[src/rtl/drs_pkg.sv]
// Shared constants, register indexes and types for the directory record name search.
package drs_pkg;

  localparam int SECTOR_BYTES   = 2048;
  localparam int MAX_NAME_CHARS = 32;
  localparam int OFF_W          = $clog2(SECTOR_BYTES);

  localparam int DIR_LEN_W  = 12;
  localparam int NAME_LEN_W = 6;
  localparam int CHAR_REGS  = 4;
  localparam int CFG_DATA_W = 64;
  localparam int NAME_BITS  = CHAR_REGS * CFG_DATA_W;
  localparam int CFG_IDX_W  = 3;

  // Offset compare width: holds both a sector offset and a directory length.
  localparam int CMP_W = (OFF_W + 1 > DIR_LEN_W) ? OFF_W + 1 : DIR_LEN_W;

  localparam logic [DIR_LEN_W-1:0] DIR_LEN_RESET = 12'd2048;

  // Byte positions inside a directory record
  localparam logic [7:0] REC_EXTENT_LO = 8'd2;
  localparam logic [7:0] REC_EXTENT_HI = 8'd5;
  localparam logic [7:0] REC_NAME_LEN  = 8'd32;
  localparam logic [7:0] REC_NAME      = 8'd33;

  typedef enum logic [CFG_IDX_W-1:0] {
    CFG_DIR_LEN  = 3'd0,
    CFG_NAME_LEN = 3'd1,
    CFG_CHARS_0  = 3'd2,
    CFG_CHARS_1  = 3'd3,
    CFG_CHARS_2  = 3'd4,
    CFG_CHARS_3  = 3'd5
  } cfg_idx_t;

  typedef struct packed {
    logic [DIR_LEN_W-1:0]  dir_len;
    logic [NAME_LEN_W-1:0] tgt_len;
    logic [NAME_BITS-1:0]  name_chars;   // char 0 in the low byte
  } cfg_t;

endpackage

[src/rtl/drs_cfg.sv]
// Configuration register file for the directory record name search.
module drs_cfg (
  input  logic                             clk,
  input  logic                             rst_n,
  input  logic                             cfg_we,
  input  logic [drs_pkg::CFG_IDX_W-1:0]    cfg_index,
  input  logic [drs_pkg::CFG_DATA_W-1:0]   cfg_wdata,
  output drs_pkg::cfg_t                    cfg
);
  import drs_pkg::*;

  cfg_t cfg_r;

  always_ff @(posedge clk) begin
    if (!rst_n) begin
      cfg_r.dir_len    <= DIR_LEN_RESET;
      cfg_r.tgt_len    <= '0;
      cfg_r.name_chars <= '0;
    end else if (cfg_we) begin
      unique case (cfg_idx_t'(cfg_index))
        CFG_DIR_LEN:  cfg_r.dir_len <= cfg_wdata[DIR_LEN_W-1:0];
        CFG_NAME_LEN: cfg_r.tgt_len <= cfg_wdata[NAME_LEN_W-1:0];
        CFG_CHARS_0:  cfg_r.name_chars[0*CFG_DATA_W +: CFG_DATA_W] <= cfg_wdata;
        CFG_CHARS_1:  cfg_r.name_chars[1*CFG_DATA_W +: CFG_DATA_W] <= cfg_wdata;
        CFG_CHARS_2:  cfg_r.name_chars[2*CFG_DATA_W +: CFG_DATA_W] <= cfg_wdata;
        CFG_CHARS_3:  cfg_r.name_chars[3*CFG_DATA_W +: CFG_DATA_W] <= cfg_wdata;
        default: ;   // unused index, write dropped
      endcase
    end
  end

  assign cfg = cfg_r;

endmodule

[src/rtl/directory_record_name_search.sv]
// Top level: directory sector byte walker and record name matcher.
// The deciding sector byte is registered in the input stage, and its result beat in the result register.
// One sector byte per cycle unless a result beat stalls; the single compare stage
//   between the input register and the result register sets this rate.
// At most one result beat per sector; bytes after a decision produce nothing.
// Reset (rst_n low, synchronous) clears both stages, loads register defaults and
//   leaves the walker waiting for a sector start.
module directory_record_name_search (
  input  logic                             clk,
  input  logic                             rst_n,
  // sector byte stream
  input  logic                             in_tvalid,
  output logic                             in_tready,
  input  logic [7:0]                       in_tdata,   // [7:0] sector_byte
  input  logic                             in_tuser,   // [0] sector_start
  // result stream
  output logic                             out_tvalid,
  input  logic                             out_tready,
  output logic [31:0]                      out_tdata,  // [31:0] extent_block
  output logic                             out_tuser,  // [0] found
  // configuration writes
  input  logic                             cfg_we,
  input  logic [drs_pkg::CFG_IDX_W-1:0]    cfg_index,
  input  logic [drs_pkg::CFG_DATA_W-1:0]   cfg_wdata
);
  import drs_pkg::*;

  cfg_t cfg;

  drs_cfg u_cfg (
    .clk       (clk),
    .rst_n     (rst_n),
    .cfg_we    (cfg_we),
    .cfg_index (cfg_index),
    .cfg_wdata (cfg_wdata),
    .cfg       (cfg)
  );

  // ---------------------------------------------------------------
  // Input register stage
  // ---------------------------------------------------------------
  logic       s1_valid_r;
  logic [7:0] s1_byte_r;
  logic       s1_start_r;

  // result register stage
  logic        out_valid_r;
  logic        out_found_r;
  logic [31:0] out_block_r;

  logic advance;   // result register can take a new value this cycle
  logic fire;      // the registered byte gets processed this cycle

  assign advance   = !out_valid_r || out_tready;
  assign fire      = s1_valid_r && advance;
  assign in_tready = !s1_valid_r || advance;

  always_ff @(posedge clk) begin
    if (!rst_n) begin
      s1_valid_r <= 1'b0;
    end else if (in_tvalid && in_tready) begin
      s1_valid_r <= 1'b1;
    end else if (fire) begin
      s1_valid_r <= 1'b0;
    end
  end

  always_ff @(posedge clk) begin
    if (in_tvalid && in_tready) begin
      s1_byte_r  <= in_tdata;
      s1_start_r <= in_tuser;
    end
  end

  // ---------------------------------------------------------------
  // Walker state
  //   rel_r tracks the byte position inside the current record; it
  //   never passes the record size, so 8 bits cover it.
  // ---------------------------------------------------------------
  logic [OFF_W-1:0] off_r,  off_nxt;
  logic [7:0]       rel_r,  rel_nxt;
  logic [7:0]       size_r, size_nxt;
  logic [31:0]      acc_r,  acc_nxt;
  logic             mis_r,  mis_nxt;
  logic             decided_r, decided_nxt;

  // values after a sector start is applied
  logic [OFF_W-1:0] off_e;
  logic [7:0]       rel_b, rel_e, size_e;
  logic             dec_e;

  assign off_e  = s1_start_r ? '0 : off_r;
  assign rel_b  = s1_start_r ? '0 : rel_r;
  assign size_e = s1_start_r ? '0 : size_r;
  assign dec_e  = s1_start_r ? 1'b0 : decided_r;

  // record ends exactly here: next record starts at this byte
  assign rel_e = (rel_b == size_e) ? 8'd0 : rel_b;

  // Past the directory: offsets never reach the sector size, so comparing
  // against the raw length gives the same answer as the saturated one.
  logic past_dir;
  assign past_dir = CMP_W'(off_e) >= CMP_W'(cfg.dir_len);

  logic       sector_last;
  assign sector_last = off_e >= OFF_W'(SECTOR_BYTES - 1);

  logic       len_ok;
  logic [7:0] name_end;   // record byte of the last name character
  assign len_ok   = {26'd0, cfg.tgt_len} <= 32'(MAX_NAME_CHARS);
  assign name_end = REC_NAME_LEN + {2'b00, cfg.tgt_len};

  logic [4:0] char_idx;
  logic [7:0] char_sel;
  logic [7:0] rel_name;
  assign rel_name = rel_e - REC_NAME;
  assign char_idx = rel_name[4:0];
  assign char_sel = cfg.name_chars[{char_idx, 3'b000} +: 8];

  logic [7:0] rel_ext;
  assign rel_ext = rel_e - REC_EXTENT_LO;

  logic emit, hit, mis_v;

  always_comb begin
    off_nxt     = off_r;
    rel_nxt     = rel_r;
    size_nxt    = size_r;
    acc_nxt     = acc_r;
    mis_nxt     = mis_r;
    decided_nxt = decided_r;
    mis_v       = mis_r;
    emit        = 1'b0;
    hit         = 1'b0;

    if (fire) begin
      off_nxt     = off_e;
      rel_nxt     = rel_e;
      size_nxt    = size_e;
      decided_nxt = dec_e;

      if (!dec_e) begin
        priority if (rel_e == 8'd0) begin
          // record header: zero size or past the directory ends the scan
          if (past_dir || s1_byte_r == 8'd0) begin
            emit = 1'b1;
          end else begin
            size_nxt = s1_byte_r;
            acc_nxt  = '0;
            // too short to hold the whole name counts as a mismatch
            mis_v    = !len_ok || (s1_byte_r <= name_end);
          end
        end else if (rel_e >= REC_EXTENT_LO && rel_e <= REC_EXTENT_HI) begin
          acc_nxt = acc_r | ({24'd0, s1_byte_r} << {rel_ext[1:0], 3'b000});
        end else if (rel_e == REC_NAME_LEN) begin
          if (s1_byte_r != {2'b00, cfg.tgt_len}) mis_v = 1'b1;
          // empty target matches on the length byte alone
          if (cfg.tgt_len == '0 && !mis_v) begin
            emit = 1'b1;
            hit  = 1'b1;
          end
        end else if (rel_e >= REC_NAME && rel_e <= name_end && len_ok) begin
          if (s1_byte_r != char_sel) mis_v = 1'b1;
          if (rel_e == name_end && !mis_v) begin
            emit = 1'b1;
            hit  = 1'b1;
          end
        end else begin
          // bytes of no interest
        end

        mis_nxt = mis_v;

        // last byte of the sector closes the scan
        if (!emit && sector_last) emit = 1'b1;

        if (emit) begin
          decided_nxt = 1'b1;
        end else begin
          off_nxt = off_e + OFF_W'(1);
          rel_nxt = rel_e + 8'd1;
        end
      end
    end
  end

  always_ff @(posedge clk) begin
    if (!rst_n) begin
      off_r     <= '0;
      rel_r     <= '0;
      size_r    <= '0;
      acc_r     <= '0;
      mis_r     <= 1'b0;
      decided_r <= 1'b1;
    end else begin
      off_r     <= off_nxt;
      rel_r     <= rel_nxt;
      size_r    <= size_nxt;
      acc_r     <= acc_nxt;
      mis_r     <= mis_nxt;
      decided_r <= decided_nxt;
    end
  end

  // ---------------------------------------------------------------
  // Result register: holds a beat until the sink takes it
  // ---------------------------------------------------------------
  always_ff @(posedge clk) begin
    if (!rst_n) begin
      out_valid_r <= 1'b0;
    end else if (advance) begin
      out_valid_r <= fire && emit;
    end
  end

  always_ff @(posedge clk) begin
    if (advance) begin
      out_found_r <= hit;
      out_block_r <= hit ? acc_r : 32'd0;
    end
  end

  assign out_tvalid = out_valid_r;
  assign out_tuser  = out_found_r;
  assign out_tdata  = out_block_r;

endmodule

[config.mk]
export PLATFORM = sky130hd
export DESIGN_NAME = directory_record_name_search
export DESIGN_NICKNAME = d
export VERILOG_FILES = /design/src/rtl/drs_pkg.sv /design/src/rtl/drs_cfg.sv /design/src/rtl/directory_record_name_search.sv
export SDC_FILE = /design/constraint.sdc
export NUM_CORES = 1
export LEC_CHECK = 0
export ABC_AREA = 1
export BUFFER_PORTS_ARGS = -buffer_cell sky130_fd_sc_hd__buf_4
export CORE_MARGIN = 2
export CORE_UTILIZATION = 55
export DETAILED_ROUTE_END_ITERATION = 10
export PLACE_DENSITY = 0.85
export SLEW_MARGIN = 20
export SYNTH_ARGS = -nofsm -noshare
export SYNTH_HDL_FRONTEND = slang
export SYNTH_SLANG_ARGS = --single-unit
export TNS_END_PERCENT = 20
[constraint.sdc]
create_clock -name clk -period 4.75 [get_ports clk]
set_clock_uncertainty 0.2 [all_clocks]
set_input_delay 0.95 -clock clk [delete_from_list [all_inputs] [get_ports clk]]
set_output_delay 0.95 -clock clk [all_outputs]
set_load 0.05 [all_outputs]
# Yosys cells after proc, flatten, opt, wreduce, memory -nomap -nowiden
# Index checks and enable logic that the tools add are counted.
# totals
reg_bits	379
inputBits	81
out_inout_bits	35
# classes
magnitude_cmp	8
n_shift	2
n_bitwise	2
n_mux	54
n_reduce_logical	34
n_eq_ne	12
add_sub_neg	5
# ops
op	count
$shiftx A256 B9 Y8	1
$mux W32	3
$mux W8	8
$mux W1	40
$mux W11	3
$or A32 B32 Y32	1
$shl A8 B5 Y32	1
$le A8 B7 Y1	2
$logic_not A8 Y1	2
$ge A11 B12 Y1	1
$reduce_and A2 Y1	6
$add A11 B1 Y11 const B	1
$ge A11 B11 Y1 const B	1
$logic_and A1 B1 Y1	9
$add A8 B1 Y8 const B	1
$eq A8 B6 Y1 const B	1
$eq A8 B7 Y1	1
$eq A8 B8 Y1	1
$ge A8 B2 Y1 const B	1
$ge A8 B6 Y1 const B	1
$le A8 B3 Y1 const B	1
$ne A8 B6 Y1	1
$ne A8 B8 Y1	1
$add A6 B6 Y7 const A	1
16 further kinds	28

# Logic depth before layout (Yosys ltp)
# Gate-level depths: netlist of the first run.
# depth
word_depth	30
depth_mapped	38
ltp_nobuf	33

# By module
# Synthesis of the first run repeated with hierarchy kept, for this count alone.
# hier_totals
hier_cells	2872
area_unflattened_um2	19090.8
# by_module_without_submodules
mod	instances	seq_area_each_um2	area_each_um2	cells_per_inst
drs_cfg	1	5485.3	10800.4	1568
directory_record_name_search	1	2522.4	8290.5	1304

# Least setup slack after synthesis of the first run
# Ideal clock, no wire load.
# synth_timing
path_kind	reg2reg
startpoint	register s1_start_r
endpoint	register off_r[4]
path_stages_with_launch	35
slack_ns	-0.197
period_less_slack_ns	4.947
path_buffers	9
t_arrival_ns	4.620
cell_sequence	edfxtp_1 -> buf_2 -> nor2_1 -> nand2_1 -> nand2_1 -> nand2_1 -> nor2_4 -> nand2_8 -> buf_2 -> buf_2 -> nand2_1 -> clkbuf_1 -> buf_1 -> ha_1 -> clkbuf_1 -> inv_1 -> clkbuf_1 -> clkbuf_1 -> nand3_1 -> nand3_1 -> nand3_1 -> nand3_1 -> nand3_1 -> nand2_1 -> inv_1 -> nand2_1 -> nor2_1 -> nand3_1 -> nand2_2 -> nand2_4 -> nand3_2 -> buf_6 -> nor2_1 -> xor2_1 -> nor2_1
# synth_between
elab_chain_cells	29
elab_cells_between_ends	47
cone_classes	add/sub: 2; order compare: 6; eq/ne: 4; shift: 1; mux: 25; reduce/logical: 9
# synth_lines
element	line_no	source
start, declared	directory_record_name_search.sv:44	logic s1_start_r;
start signal, assigned	directory_record_name_search.sv:71	s1_start_r <= in_tuser;
$mux W8, on equally long branches	directory_record_name_search.sv:93, directory_record_name_search.sv:94	
$eq A8 B8 Y1	directory_record_name_search.sv:98	assign rel_e = (rel_b == size_e) ? 8'd0 : rel_b;
$mux W8	directory_record_name_search.sv:98	
$sub A5 B1 Y5	directory_record_name_search.sv:116	assign rel_name = rel_e - REC_NAME;
$shiftx A256 B9 Y8	directory_record_name_search.sv:118	assign char_sel = cfg.name_chars[{char_idx, 3'b000} +: 8];
$ne A8 B8 Y1	directory_record_name_search.sv:163	if (s1_byte_r != char_sel) mis_v = 1'b1;
$mux W1	directory_record_name_search.sv:163	
$mux W1	directory_record_name_search.sv:162	end else if (rel_e >= REC_NAME && rel_e <= name_end && len_ok) begin
[13 not listed]	--	
$mux W1	directory_record_name_search.sv:136	if (fire) begin
$logic_not A1 Y1	directory_record_name_search.sv:175	if (!emit && sector_last) emit = 1'b1;
$logic_and A1 B1 Y1	directory_record_name_search.sv:175	
$mux W1	directory_record_name_search.sv:175	
$mux W1	directory_record_name_search.sv:142	if (!dec_e) begin
$mux W1	directory_record_name_search.sv:136	
$mux W11	directory_record_name_search.sv:177	if (emit) begin
$mux W11 *	directory_record_name_search.sv:142	
end signal, assigned	directory_record_name_search.sv:196	off_r <= off_nxt;
end, declared	directory_record_name_search.sv:80	logic [OFF_W-1:0] off_r, off_nxt;
# Every way passes the cells marked *; elsewhere a longest branch is shown, timed or not. The select of a mux whose other input is x is not followed.
# A chain may end at the register's enable or synchronous reset.

# Worst setup path after layout of the first run
# layout_timing
startpoint	register s1_start_r
endpoint	register off_r[3]
# The elaborated chain is that of the path after synthesis.

==> out/metrics.yaml, run 1 <==
status:
  status: "finished clean"
logic_synthesis:
  synthAdderAreaFrac: 0.02182
  yosysMostFrequentCell: "nor2_1"
  synth_top_area_frac: 0.3796
  syn_area_per_cell_um2: 7.089
  syn_nets: 2619
  ys_top_cells_by_count: "nor2_1 (499), nand3_1 (366), dfxtp_1 (337)"
  synth_xor_area_frac: 0.004928
  ys_ff_latch: 379
  synth_mux_area_frac: 0
  synth_area_leader_cell: "dfxtp_1"
  synthFlopType: "dfxtp_1"
  syn_area_um2: 17770
  synth_top_family_by_area: "simple AND/OR/NAND/NOR gates"
  synth_cell_types: 45
  yosysSeqAreaShare: 0.4505
  synth_cells: 2507
  synth_compound_gate_area_share: 0.1408
  synth_edf_count: 42
  yosys.area_share.simple: 0.2951
  async_flop_share: 0
  synthTopCellsByArea: "dfxtp_1 (38%), nor2_1 (11%), nand3_1 (10%)"
  yosysWarningCount: 0
min_path:
  hold_path.class: "flip-flop to flip-flop"
  min_to: "u_cfg.cfg[78]"
  holdCritStartpoint: "u_cfg.cfg[78]"
  holdPathStages: 2
route:
  routed_wl_mm: 55.45
  avgViaCountPerCell: 5.897
  drt-initial-drc-count: 2109
  detail-route-antenna-nets: 0
  dr_total_vias: 17440
  wl_per_cell_um: 18.75
  dr.pass1.iters: 6
  post-route-drc-count: 0
placement:
  place_ws_ps: 143.8
  placed_cell_area_um2: 18750
  dp.cells: 2883
  port_buffers: 115
  hpwl_mm: 36.09
  place_congestion: 0.9814
clock_tree:
  numCtsBuffers: 40
  cts.root.buffer_cell: "clkbuf_16"
  cts.clk_slew.worst_paths_ps: 60
  clkLatencyLatePin_ps: 550
  tritoncts: "yes"
  cts_buffer_depth: 3
  h-tree-depth: 2
  cts.sinks: 379
final_layout:
  area_growth_pct: 13.33
  final_layout_size_suffix_gt1_frac: 0.1002
  final.fill_count: 2772
  diodes: 0
  finalNetCount: 2637
  fin_cells: 2957
  fin_util: 0.6351
  design_area_um2: 20140
worst_setup_path:
  worstReg2RegStart: "s1_start_r"
  worstPathRequired_ps: 4940
  worstReg2RegEnd: "off_r[3]"
  cp-start-kind: "flip-flop"
  endpoint_kind: "flip-flop"
  crit_fanout: 39
  path_class: "flip-flop to flip-flop"
  crit_arrival_ps: 4720
  r2r_cells: 25
  rrSetupSlack_ps: 220
  critPathLaunch: "s1_start_r"
pwr:
  p_total_mw: 7.539
  irDropWorstVdd_v: 0.0003130
  combPwrFrac: 0.119
  p_leak_nw: 8.459
  power_frac_clock: 0.429
  power.share.switching: 0.2672
  p_sw_mw: 2.015
  internal_power_mw: 5.524
  seq_power_share: 0.452
  p_per_area_nw_per_um2: 374.3
timing:
  finalCritPeriodShare: 0.9532
  fin_setup_tns_ps: 0
  worst_hold_slack_ps: 248.5
  finalCriticalPeriod_ps: 4528
  finalSetupViolCount: 0
  hold_viol: 0
  max_freq_ghz: 0.2209
  drv_slew: 0
  grt_setup_unrepaired: "no"
  worstMarginPinSlew_ps: 819.7
  maxSlewHeadroom: 0.4535
  setup_slack_ps: 222.4
die:
  ioPinCount: 116
  dieWidth_um: 183.8
  core_um2: 31720
  rows: 65
  start_util: 0.5604
  dieArea_um2: 33770
  die_h_um: 183.8
global_routing:
  grt_pass1_wl_mm: 88.42
  grt_usage: 0.3288
  grt_overflow: 0
  grt_pass1_vias: 16350
  antenna_found_initial: 0
  grt_max_degree: 187
job:
  maxCapViolations: 0
==> how the worst max path moves through the flow <==
stage / to
after floorplan: off_r[4]
after global placement: off_r[3]
after detailed placement: out_tdata[0]
after CTS: out_tdata[0]
after global routing: off_r[5]
final: off_r[3]
==> routing by layer <==
| layer | GRT usage | part of all wire | vias up |
|---|---|---|---|
| met5 | 0 | 0 | - |
| met4 | 0.1632 | 0.054 | 0 |
| met3 | 0.05111 | 0.099 | 168 |
| met2 | 0.5150 | 0.45 | 984 |
| met1 | 0.4435 | 0.40 | 8001 |
| li1 | - | - | 8283 |
==> logic make-up after synthesis <==
family | Yosys count
and+or+nand+nor | 1223
buffers and inverters | 390
AOI/OAI and AO/OA | 477
DFF | 379
xor gates and xnor gates | 7
adders and majority gates | 31
==> state kept, by name, summed over array words and instances (netlist names) <==
name / flops
s1_start_r: 1
off_r: 11
out_tvalid: 1
decided_r: 1
out_tdata: 32
s1_valid_r: 1
out_tuser: 1
mis_r: 1
acc_r: 32
u_cfg.cfg: 274
s1_byte_r: 8
rel_r: 8
size_r: 8
==> area by class of cell <==
cell class	instances	area (um2)	share of cell area
Sequential cell	379	8008	0.3975
Timing Repair Buffer	149	1184	0.05876
Inverter	217	819.5	0.04069
Clock buffer	56	1142	0.05671
Tap cell	402	503.0	0.02497
Clock inverter	16	219.0	0.01087
Multi-Input combinational cell	1738	8268	0.4105
==> layout by cell type, fill, tap and decap left out, types with 4 or more instances in the layout <==
master     instances
nor2_1           496
nand3_1          365
dfxtp_1          337
nand2_1          300
o21ai_0          291
inv_1            197
a21oi_1          146
buf_4            142
edfxtp_1          42
clkbuf_16         41
ha_1              30
nand4_1           28
inv_2             15
o211ai_1          14
nor3_1             9
clkbuf_1           9
a221oi_1           6
clkbuf_8           6
nor2_4             5
xor2_1             5
clkinv_2           5
nand2_2            4
clkinv_1           4
nor2_2             4
o21ai_1            4
bufinv_16          4
buf_12             4
==> power by group through the flow <==
stage	registers, mW	logic, mW	clock network (mW)
4_1_cts	3.40	0.867	3.27
3_3_place_gp	3.47	0.849	0
6_report	3.40	0.898	3.24
2_1_floorplan	3.45	0.572	0
5_1_grt	3.41	0.980	3.39
3_5_place_dp	3.47	0.860	0
==> repair_timing <==
| item | 4_1_cts | 5_1_grt |
|---|---|---|
| gates resized for setup | 0 | 9 |
| endpoints found under the setup margin | 0 | 48 |
| hold buffers | 0 | 0 |
| buffers inserted | 0 | 2 |
==> worst max-delay path, stage by stage, from the launching register on <==
cell and delay (ps):
edfxtp_1 480, buf_4 200, nor2_1 160, nand2_1 70
nand2_1 60, nand2_1 80, nor2_4 170, nand2_8 80
nand2_1 180, ha_2 350, inv_1 140, buf_12 230
nand3_1 180, nand3_1 260, nand3_1 120, nand3_1 120
nand3_1 80, nand2_1 110, nor2_1 50, nand3_1 140
nand2_2 100, nand2_4 130, nand3_2 240, nor2_2 230
xor2_1 160, nor2_1 50
Note: power is estimated with default switching activity, not from simulation.
==> run 2: changes to the inputs <==
--- a/config.mk
+++ b/config.mk
@@ -5,13 +5,12 @@
 export SDC_FILE = /design/constraint.sdc
 export NUM_CORES = 1
 export LEC_CHECK = 0
-export ABC_AREA = 1
 export BUFFER_PORTS_ARGS = -buffer_cell sky130_fd_sc_hd__buf_4
 export CORE_MARGIN = 2
 export CORE_UTILIZATION = 55
 export DETAILED_ROUTE_END_ITERATION = 10
 export PLACE_DENSITY = 0.85
-export SLEW_MARGIN = 20
+export SLEW_MARGIN = 40
 export SYNTH_ARGS = -nofsm -noshare
 export SYNTH_HDL_FRONTEND = slang
 export SYNTH_SLANG_ARGS = --single-unit
==> run 2 against run 1 <==
Setup slack worse by 2.9 ps. Global-route usage is 3.6 points lower. Largest cell class unchanged. Highest routed layer unchanged. Register-to-register slack hardly changed. Sequential share of layout area rose by 0.94 points.
==> out/metrics.yaml, run 2 <==
status:
  status: "finished clean"  # unchanged
logic_synthesis:
  async_flop_share: 0  # unchanged
  ys_top_cells_by_count: "nand2_1 (616), dfxtp_1 (337), a21oi_1 (332)"  # was nor2_1 (499), nand3_1 (366), dfxtp_1 (337)
  synthAdderAreaFrac: 0.02279  # was 0.02182
  synth_compound_gate_area_share: 0.1516  # was 0.1408
  ys_ff_latch: 379  # unchanged
  yosys.area_share.simple: 0.2131  # was 0.2951
  synth_edf_count: 42  # unchanged
  syn_area_per_cell_um2: 8.468  # was 7.089 um2
  syn_nets: 2122  # was 2619
  synth_cell_types: 69  # was 45
  synth_cells: 2010  # was 2507
  synthTopCellsByArea: "dfxtp_1 (40%), nand2_1 (14%), a21oi_1 (9.8%)"  # was dfxtp_1 (38%), nor2_1 (11%), nand3_1 (10%)
  yosysMostFrequentCell: "nand2_1"  # was nor2_1
  synth_mux_area_frac: 0.08880  # was 0
  yosysWarningCount: 0  # unchanged
  syn_area_um2: 17020  # was 17770 um2
  synthFlopType: "dfxtp_1"  # unchanged
  synth_top_family_by_area: "simple AND/OR/NAND/NOR gates"  # unchanged
  synth_xor_area_frac: 0.01081  # was 0.004928
  synth_area_leader_cell: "dfxtp_1"  # unchanged
  synth_top_area_frac: 0.3964  # was 0.3796
  yosysSeqAreaShare: 0.4705  # was 0.4505
worst_setup_path:
  path_class: "flip-flop to flip-flop"  # unchanged
  crit_fanout: 50  # was 39
  cpMostUsedCell: "buf_12"  # was nand3_1
  crit_chain: "xnor2_1, nand4_1, nor2_1, or2_2, ha_2, buf_12, mux4_2, nor4_1, or3_1, or4_1, mux2_2, nand4bb_1, buf_4, o21ai_2, and3_1, buf_12, and2_1"
  cpPeakStageDelay_ps: 420  # was 480 ps
  slowest_stage: "or4_1"  # was edfxtp_1
  worstPathRequired_ps: 4940  # about the same
  cp-start-kind: "flip-flop"  # unchanged
  crit_arrival_ps: 4720  # about the same
  critical_path.top_delay_family: "simple AND/OR/NAND/NOR gates"  # unchanged
  critPathBufInv: 3  # unchanged
  endpoint_kind: "flip-flop"  # unchanged
die:
  dieWidth_um: 179.9  # was 183.8 um
  start_util: 0.5579  # was 0.5604
  dieArea_um2: 32370  # was 33770 um2
  rows: 64  # was 65
  ioPinCount: 116  # unchanged
  die_h_um: 179.9  # was 183.8 um
  core_um2: 30510  # was 31720 um2
route:
  post-route-drc-count: 0  # unchanged
  dr_total_vias: 15250  # was 17.44k
  dr.pass1.iters: 6  # unchanged
  detail-route-antenna-nets: 0  # unchanged
  drt-initial-drc-count: 1535  # was 2109
  wl_per_cell_um: 19.40  # was 18.75 um
  avgViaCountPerCell: 6.065  # was 5.897
  routed_wl_mm: 48.78  # was 55.45 mm
global_routing:
  grt_pass1_wl_mm: 77.29  # was 88.42 mm
  grt_max_degree: 106  # was 187
  grt_pass1_vias: 14580  # was 16.35k
  grt_overflow: 0  # unchanged
  antenna_found_initial: 1  # was 0
  grt_usage: 0.2925  # was 0.3288
pwr:
  internal_power_mw: 5.301  # was 5.524 mW
  power.share.switching: 0.2569  # was 0.2672
  seq_power_share: 0.470  # was 0.452
  combPwrFrac: 0.117  # was 0.119
  p_total_mw: 7.134  # was 7.539 mW
  irDropWorstVdd_v: 0.0002924  # was 0.0003130 V
  p_per_area_nw_per_um2: 362.6  # was 374.3 nW/um2
  p_leak_nw: 7.237  # was 8.459 nW
  p_sw_mw: 1.833  # was 2.015 mW
  power_frac_clock: 0.414  # was 0.429
placement:
  dp.cells: 2442  # was 2883
  place_congestion: 0.9719  # was 0.9814
  port_buffers: 115  # unchanged
  hpwl_mm: 32.59  # was 36.09 mm
  place_ws_ps: 197.7  # was 143.8 ps
timing:
  maxSlewHeadroom: 0.4563  # was 0.4535
  drv_slew: 0  # unchanged
  finalSetupViolCount: 0  # unchanged
  setup_slack_ps: 219.5  # was 222.4 ps
  hold_viol: 0  # unchanged
  max_freq_ghz: 0.2207  # was 0.2209 GHz
  grt_setup_unrepaired: "no"  # unchanged
  finalCritPeriodShare: 0.9538  # was 0.9532
  worstMarginPinSlew_ps: 815.6  # was 819.7 ps
  finalCriticalPeriod_ps: 4530  # was 4528 ps
  fin_setup_tns_ps: 0  # unchanged
final_layout:
  area_growth_pct: 15.61  # was 13.33%
  fin_cells: 2514  # was 2957
  finalNetCount: 2201  # was 2637
  diodes: 0  # unchanged
  final_layout_size_suffix_gt1_frac: 0.1459  # was 0.1002
  most-common-layout-cells: "nand2_1 (616), dfxtp_1 (337), a21oi_1 (332), buf_4 (172), nor2_1 (73)"  # was nor2_1 (496), nand3_1 (365), dfxtp_1 (337), nand2_1 (300), o21ai_0 (291)
  largest_reg_flops: 274  # unchanged
  final.fill_count: 2421  # was 2772
  mostFrequentLayoutCell: "nand2_1"  # was nor2_1
job:
  maxCapViolations: 0  # unchanged
clock_tree:
  tritoncts: "yes"  # unchanged
  cts_buffer_depth: 3  # unchanged
  clkLatencyLatePin_ps: 550  # about the same
  cts.sinks: 379  # unchanged
  h-tree-depth: 2  # unchanged
  numCtsBuffers: 40  # unchanged
  cts.root.buffer_cell: "clkbuf_16"  # unchanged
  cts.clk_slew.worst_paths_ps: 60  # about the same
min_path:
  hold_path.class: "flip-flop to flip-flop"  # unchanged
[run 2: worst paths after layout]
kind | slack (ps) | depth (start not counted) | end | startpoint
worst max register to register | 220 | 17 | out_tdata[11] | rel_r[0]
worst min register to register | 250 | 2 | u_cfg.cfg[22] | u_cfg.cfg[22]
worst max-delay path | 220 | 17 | out_tdata[11] | rel_r[0]
worst min-delay path | 250 | 2 | u_cfg.cfg[22] | u_cfg.cfg[22]
[run 2: through the flow]
step                  util  hold slack [ps]  area [um2]
finish              0.6450            249.3       19680
global route        0.6450            267.1       19680
CTS                 0.6444            250.8       19660
detailed placement  0.6040            243.3       18430
global placement    0.6025            238.1       18380
floorplan                -            228.5       17030
[run 2: logic make-up (layout without fill, tap and decap cells)]
kind of cell               after synthesis  in the layout
and+or+nand+nor                        856            856
DFF                                    379            379
muxes                                   93             93
buffers and inverters                  175            283
xor gates and xnor gates                21             21
adders and majority gates               31             31
AOI/OAI and AO/OA                      455            455
[run 2: final cells by class]
class / count / area, um2 / area share
Tap cell: 396 / 495.5 / 0.02518
Timing Repair Buffer: 180 / 1459 / 0.07414
Multi-Input combinational cell: 1456 / 8351 / 0.4244
Sequential cell: 379 / 8008 / 0.4069
Inverter: 32 / 130.1 / 0.006613
Clock buffer: 64 / 1161 / 0.05901
Clock inverter: 7 / 73.82 / 0.003752
[run 2: tightest hold or removal path, delay by kind of cell (launching register included)]
kind            cells  cell delay, ps
flops               1             300
compound gates      1              50
simple gates        1              50
[run 2: power groups by stage]
stage          Combinational [mW]  Sequential (mW)  Clock [mW]
2_1_floorplan               0.499             3.40           0
3_3_place_gp                0.794             3.41           0
3_5_place_dp                0.806             3.42           0
4_1_cts                     0.812             3.35        2.97
5_1_grt                     0.885             3.35        3.11
6_report                    0.834             3.35        2.95
[run 2: timing repair]
action | in CTS | in global routing
setup endpoints to repair | 0 | 33
hold buffers | 0 | 0
resized for setup | 0 | 2
setup buffers | 0 | 1
[run 2: layer usage]
layer	up-vias	wire, um	GRT usage
li1	7056	-	-
met1	7235	19160	0.3798
met5	-	0	0
met4	0	2102	0.1272
met3	156	4213	0.04356
met2	800	23310	0.4872
==> run 3: changes to the inputs <==
--- a/config.mk
+++ b/config.mk
@@ -5,11 +5,12 @@
 export SDC_FILE = /design/constraint.sdc
 export NUM_CORES = 1
 export LEC_CHECK = 0
-export BUFFER_PORTS_ARGS = -buffer_cell sky130_fd_sc_hd__buf_4
+export BUFFER_PORTS_ARGS = -buffer_cell sky130_fd_sc_hd__buf_2
 export CORE_MARGIN = 2
 export CORE_UTILIZATION = 55
 export DETAILED_ROUTE_END_ITERATION = 10
 export PLACE_DENSITY = 0.85
+export SKIP_LAST_GASP = 1
 export SLEW_MARGIN = 40
 export SYNTH_ARGS = -nofsm -noshare
 export SYNTH_HDL_FRONTEND = slang
==> run 3 against run 2 <==
Register-to-register slack got worse by 70 ps. Combinational power decreased by 4.3%. Total power decreased by 0.64%. Utilization decreased by 1.1 points. Sequential share of layout area increased by 0.72 points. Die area unchanged. Clock power about the same. Sequential power about the same. Cell area decreased by 1.7%. Critical endpoint is now rel_r[3]. Largest cell class unchanged. Largest power group unchanged.
==> out/metrics.yaml, run 3 (same netlist as run 2, synthesis figures left out) <==
worst_setup_path:
  endpoint_kind: "flip-flop"  # unchanged
  r2r_cells: 16  # was 17
  slowest_stage: "mux2i_1"  # was or4_1
  cp-start-kind: "flip-flop"  # unchanged
  cpPeakStageDelay_ps: 490  # was 420 ps
  worstReg2RegStart: "rel_r[7]"  # was rel_r[0]
  crit_chain: "xnor2_1, nand4_1, nor2_1, or2_2, ha_2, buf_12, mux4_2, mux2i_1, mux2i_1, xnor2_1, o211a_1, nand3_1, o31ai_1, buf_4, or4_1, a31oi_1"  # was xnor2_1, nand4_1, nor2_1, or2_2, ha_2, buf_12, mux4_2, nor4_1, or3_1, or4_1, mux2_2, nand4bb_1, buf_4, o21ai_2, and3_1, buf_12, and2_1
  rrSetupSlack_ps: 150  # was 220 ps
  path_class: "flip-flop to flip-flop"  # unchanged
  crit_fanout: 36  # was 50
  worstReg2RegEnd: "rel_r[3]"  # was out_tdata[11]
  crit_arrival_ps: 4820  # was 4720 ps
  worstPathRequired_ps: 4980  # was 4940 ps
clock_tree:
  clkLatencyLatePin_ps: 540  # was 550 ps
  cts_hold_buf: 0  # unchanged
  cts-resized-gates: 0  # unchanged
  cts.root.buffer_cell: "clkbuf_16"  # unchanged
  h-tree-depth: 2  # unchanged
  cts_buffer_depth: 3  # unchanged
  numCtsBuffers: 39  # was 40
  tritoncts: "yes"  # unchanged
  cts.clk_slew.worst_paths_ps: 60  # about the same
  cts_setup_buffers: 0  # unchanged
  cts.sinks: 379  # unchanged
die:
  core_um2: 30510  # unchanged
  start_util: 0.5579  # unchanged
  dieWidth_um: 179.9  # unchanged
  ioPinCount: 116  # unchanged
  die_h_um: 179.9  # unchanged
  rows: 64  # unchanged
  dieArea_um2: 32370  # unchanged
final_layout:
  area_growth_pct: 13.61  # was 15.61%
  largest_reg_flops: 274  # unchanged
  mostFrequentLayoutCell: "nand2_1"  # unchanged
  most-common-layout-cells: "nand2_1 (616), dfxtp_1 (337), a21oi_1 (332), buf_2 (115), nor2_1 (73)"  # was nand2_1 (616), dfxtp_1 (337), a21oi_1 (332), buf_4 (172), nor2_1 (73)
  design_area_um2: 19340  # was 19680 um2
  finalNetCount: 2197  # was 2201
  diodes: 0  # unchanged
  final_layout_size_suffix_gt1_frac: 0.1476  # was 0.1459
job:
  maxCapViolations: 0  # unchanged
placement:
  port_buffers: 115  # unchanged
  place_congestion: 0.9112  # was 0.9719
  placed_cell_area_um2: 18060  # was 18430 um2
  hpwl_mm: 31.86  # was 32.59 mm
route:
  dr.pass1.iters: 7  # was 6
  dr_total_vias: 15130  # was 15.25k
  post-route-drc-count: 0  # unchanged
  drt-initial-drc-count: 1494  # was 1535
  wl_per_cell_um: 19.25  # was 19.40 um
  detail-route-antenna-nets: 0  # unchanged
  avgViaCountPerCell: 6.028  # was 6.065
  routed_wl_mm: 48.31  # was 48.78 mm
timing:
  finalCritPeriodShare: 0.9675  # was 0.9538
  finalSetupViolCount: 0  # unchanged
  drv_slew: 0  # unchanged
  hold_viol: 0  # unchanged
  worstMarginPinSlew_ps: 821.8  # was 815.6 ps
  maxSlewHeadroom: 0.4521  # was 0.4563
  fin_setup_tns_ps: 0  # unchanged
  finalCriticalPeriod_ps: 4596  # was 4530 ps
  max_freq_ghz: 0.2176  # was 0.2207 GHz
  grt_setup_unrepaired: "no"  # unchanged
global_routing:
  grt_max_degree: 208  # was 106
  grt_overflow: 0  # unchanged
  grt_usage: 0.2912  # was 0.2925
  grt_pass1_vias: 14610  # was 14.58k
  antenna_found_initial: 0  # was 1
  grt_pass1_wl_mm: 76.67  # was 77.29 mm
min_path:
  holdCritStartpoint: "u_cfg.cfg[115]"  # was u_cfg.cfg[22]
  hold_path.class: "flip-flop to flip-flop"  # unchanged
  holdPathStages: 2  # unchanged
  min_to: "u_cfg.cfg[115]"  # was u_cfg.cfg[22]
pwr:
  p_per_area_nw_per_um2: 366.6  # was 362.6 nW/um2
  p_leak_nw: 7.162  # was 7.237 nW
  irDropWorstVdd_v: 0.0003131  # was 0.0002924 V
status:
  status: "finished clean"  # unchanged
-- run 3: changes by cell type in the layout (fill, tap and decap cells not counted), moves of 2 or more --
| cell | before | now |
|---|---|---|
| buf_12 | 7 | 5 |
| buf_2 | 0 | 115 |
| buf_4 | 172 | 56 |
| clkbuf_1 | 17 | 7 |
| clkbuf_8 | 7 | 9 |
| clkinv_2 | 1 | 7 |
| clkinv_4 | 0 | 2 |
| o21ai_1 | 2 | 4 |
-- run 3: worst max path at each step --
stage / from / end / cells past startpoint
3_3_place_gp: s1_start_r / rel_r[3] / 17
3_5_place_dp: rel_r[7] / rel_r[3] / 18
5_1_grt: s1_start_r / rel_r[3] / 15
2_1_floorplan: rel_r[0] / rel_r[0] / 23
4_1_cts: rel_r[7] / rel_r[3] / 19
6_report: rel_r[7] / rel_r[3] / 16
-- run 3: layer usage --
metal | track usage | share of wire | wire, um | vias to the layer above
li1 | - | - | - | 7063
met1 | 0.3679 | 0.39 | 18610 | 7113
met2 | 0.4866 | 0.48 | 23090 | 796
met3 | 0.05531 | 0.095 | 4584 | 158
met4 | 0.1291 | 0.042 | 2022 | 0
met5 | 0 | 0 | 0 | -
-- run 3: cell type report --
type | count | area, um2
Clock inverter | 15 | 107.6
Fill cell | 2444 | 11170
Clock buffer | 55 | 1126
Sequential cell | 379 | 8008
Timing Repair Buffer | 177 | 1124
Multi-Input combinational cell | 1456 | 8342
Inverter | 32 | 135.1
Tap cell | 396 | 495.5
-- run 3: critical path: cells and delay by family (launching register included) --
| family | cells | cell delay, ps |
|---|---|---|
| AO/OA/AOI/OAI | 3 | 580 |
| flip-flops | 1 | 340 |
| buffers and inverters | 2 | 430 |
| multiplexers | 3 | 1020 |
| AND/OR/NAND/NOR | 5 | 1150 |
| adder cells (fa/ha/maj) | 1 | 420 |
| XOR/XNOR | 2 | 330 |
-- run 3: report_power, final --
group / switching [mW] / internal [mW]
logic: 0.503 / 0.294
clock network: 1.27 / 1.67
registers: 0.0524 / 3.30
-- run 3: stage by stage --
stage	utilization	setup slack, ps	total power, mW	instances	hold WS, ps
final	0.6338	154.3	7.088	2510	251.9
after global routing	0.6338	0.5431	7.304	2510	269.8
after CTS	0.6324	67.64	7.088	2507	252.9
after detailed placement	0.5920	91.27	4.191	2437	244.7
after global placement	0.5912	193.1	4.175	2437	238.6
after floorplan	-	14.03	3.894	2010	228.5
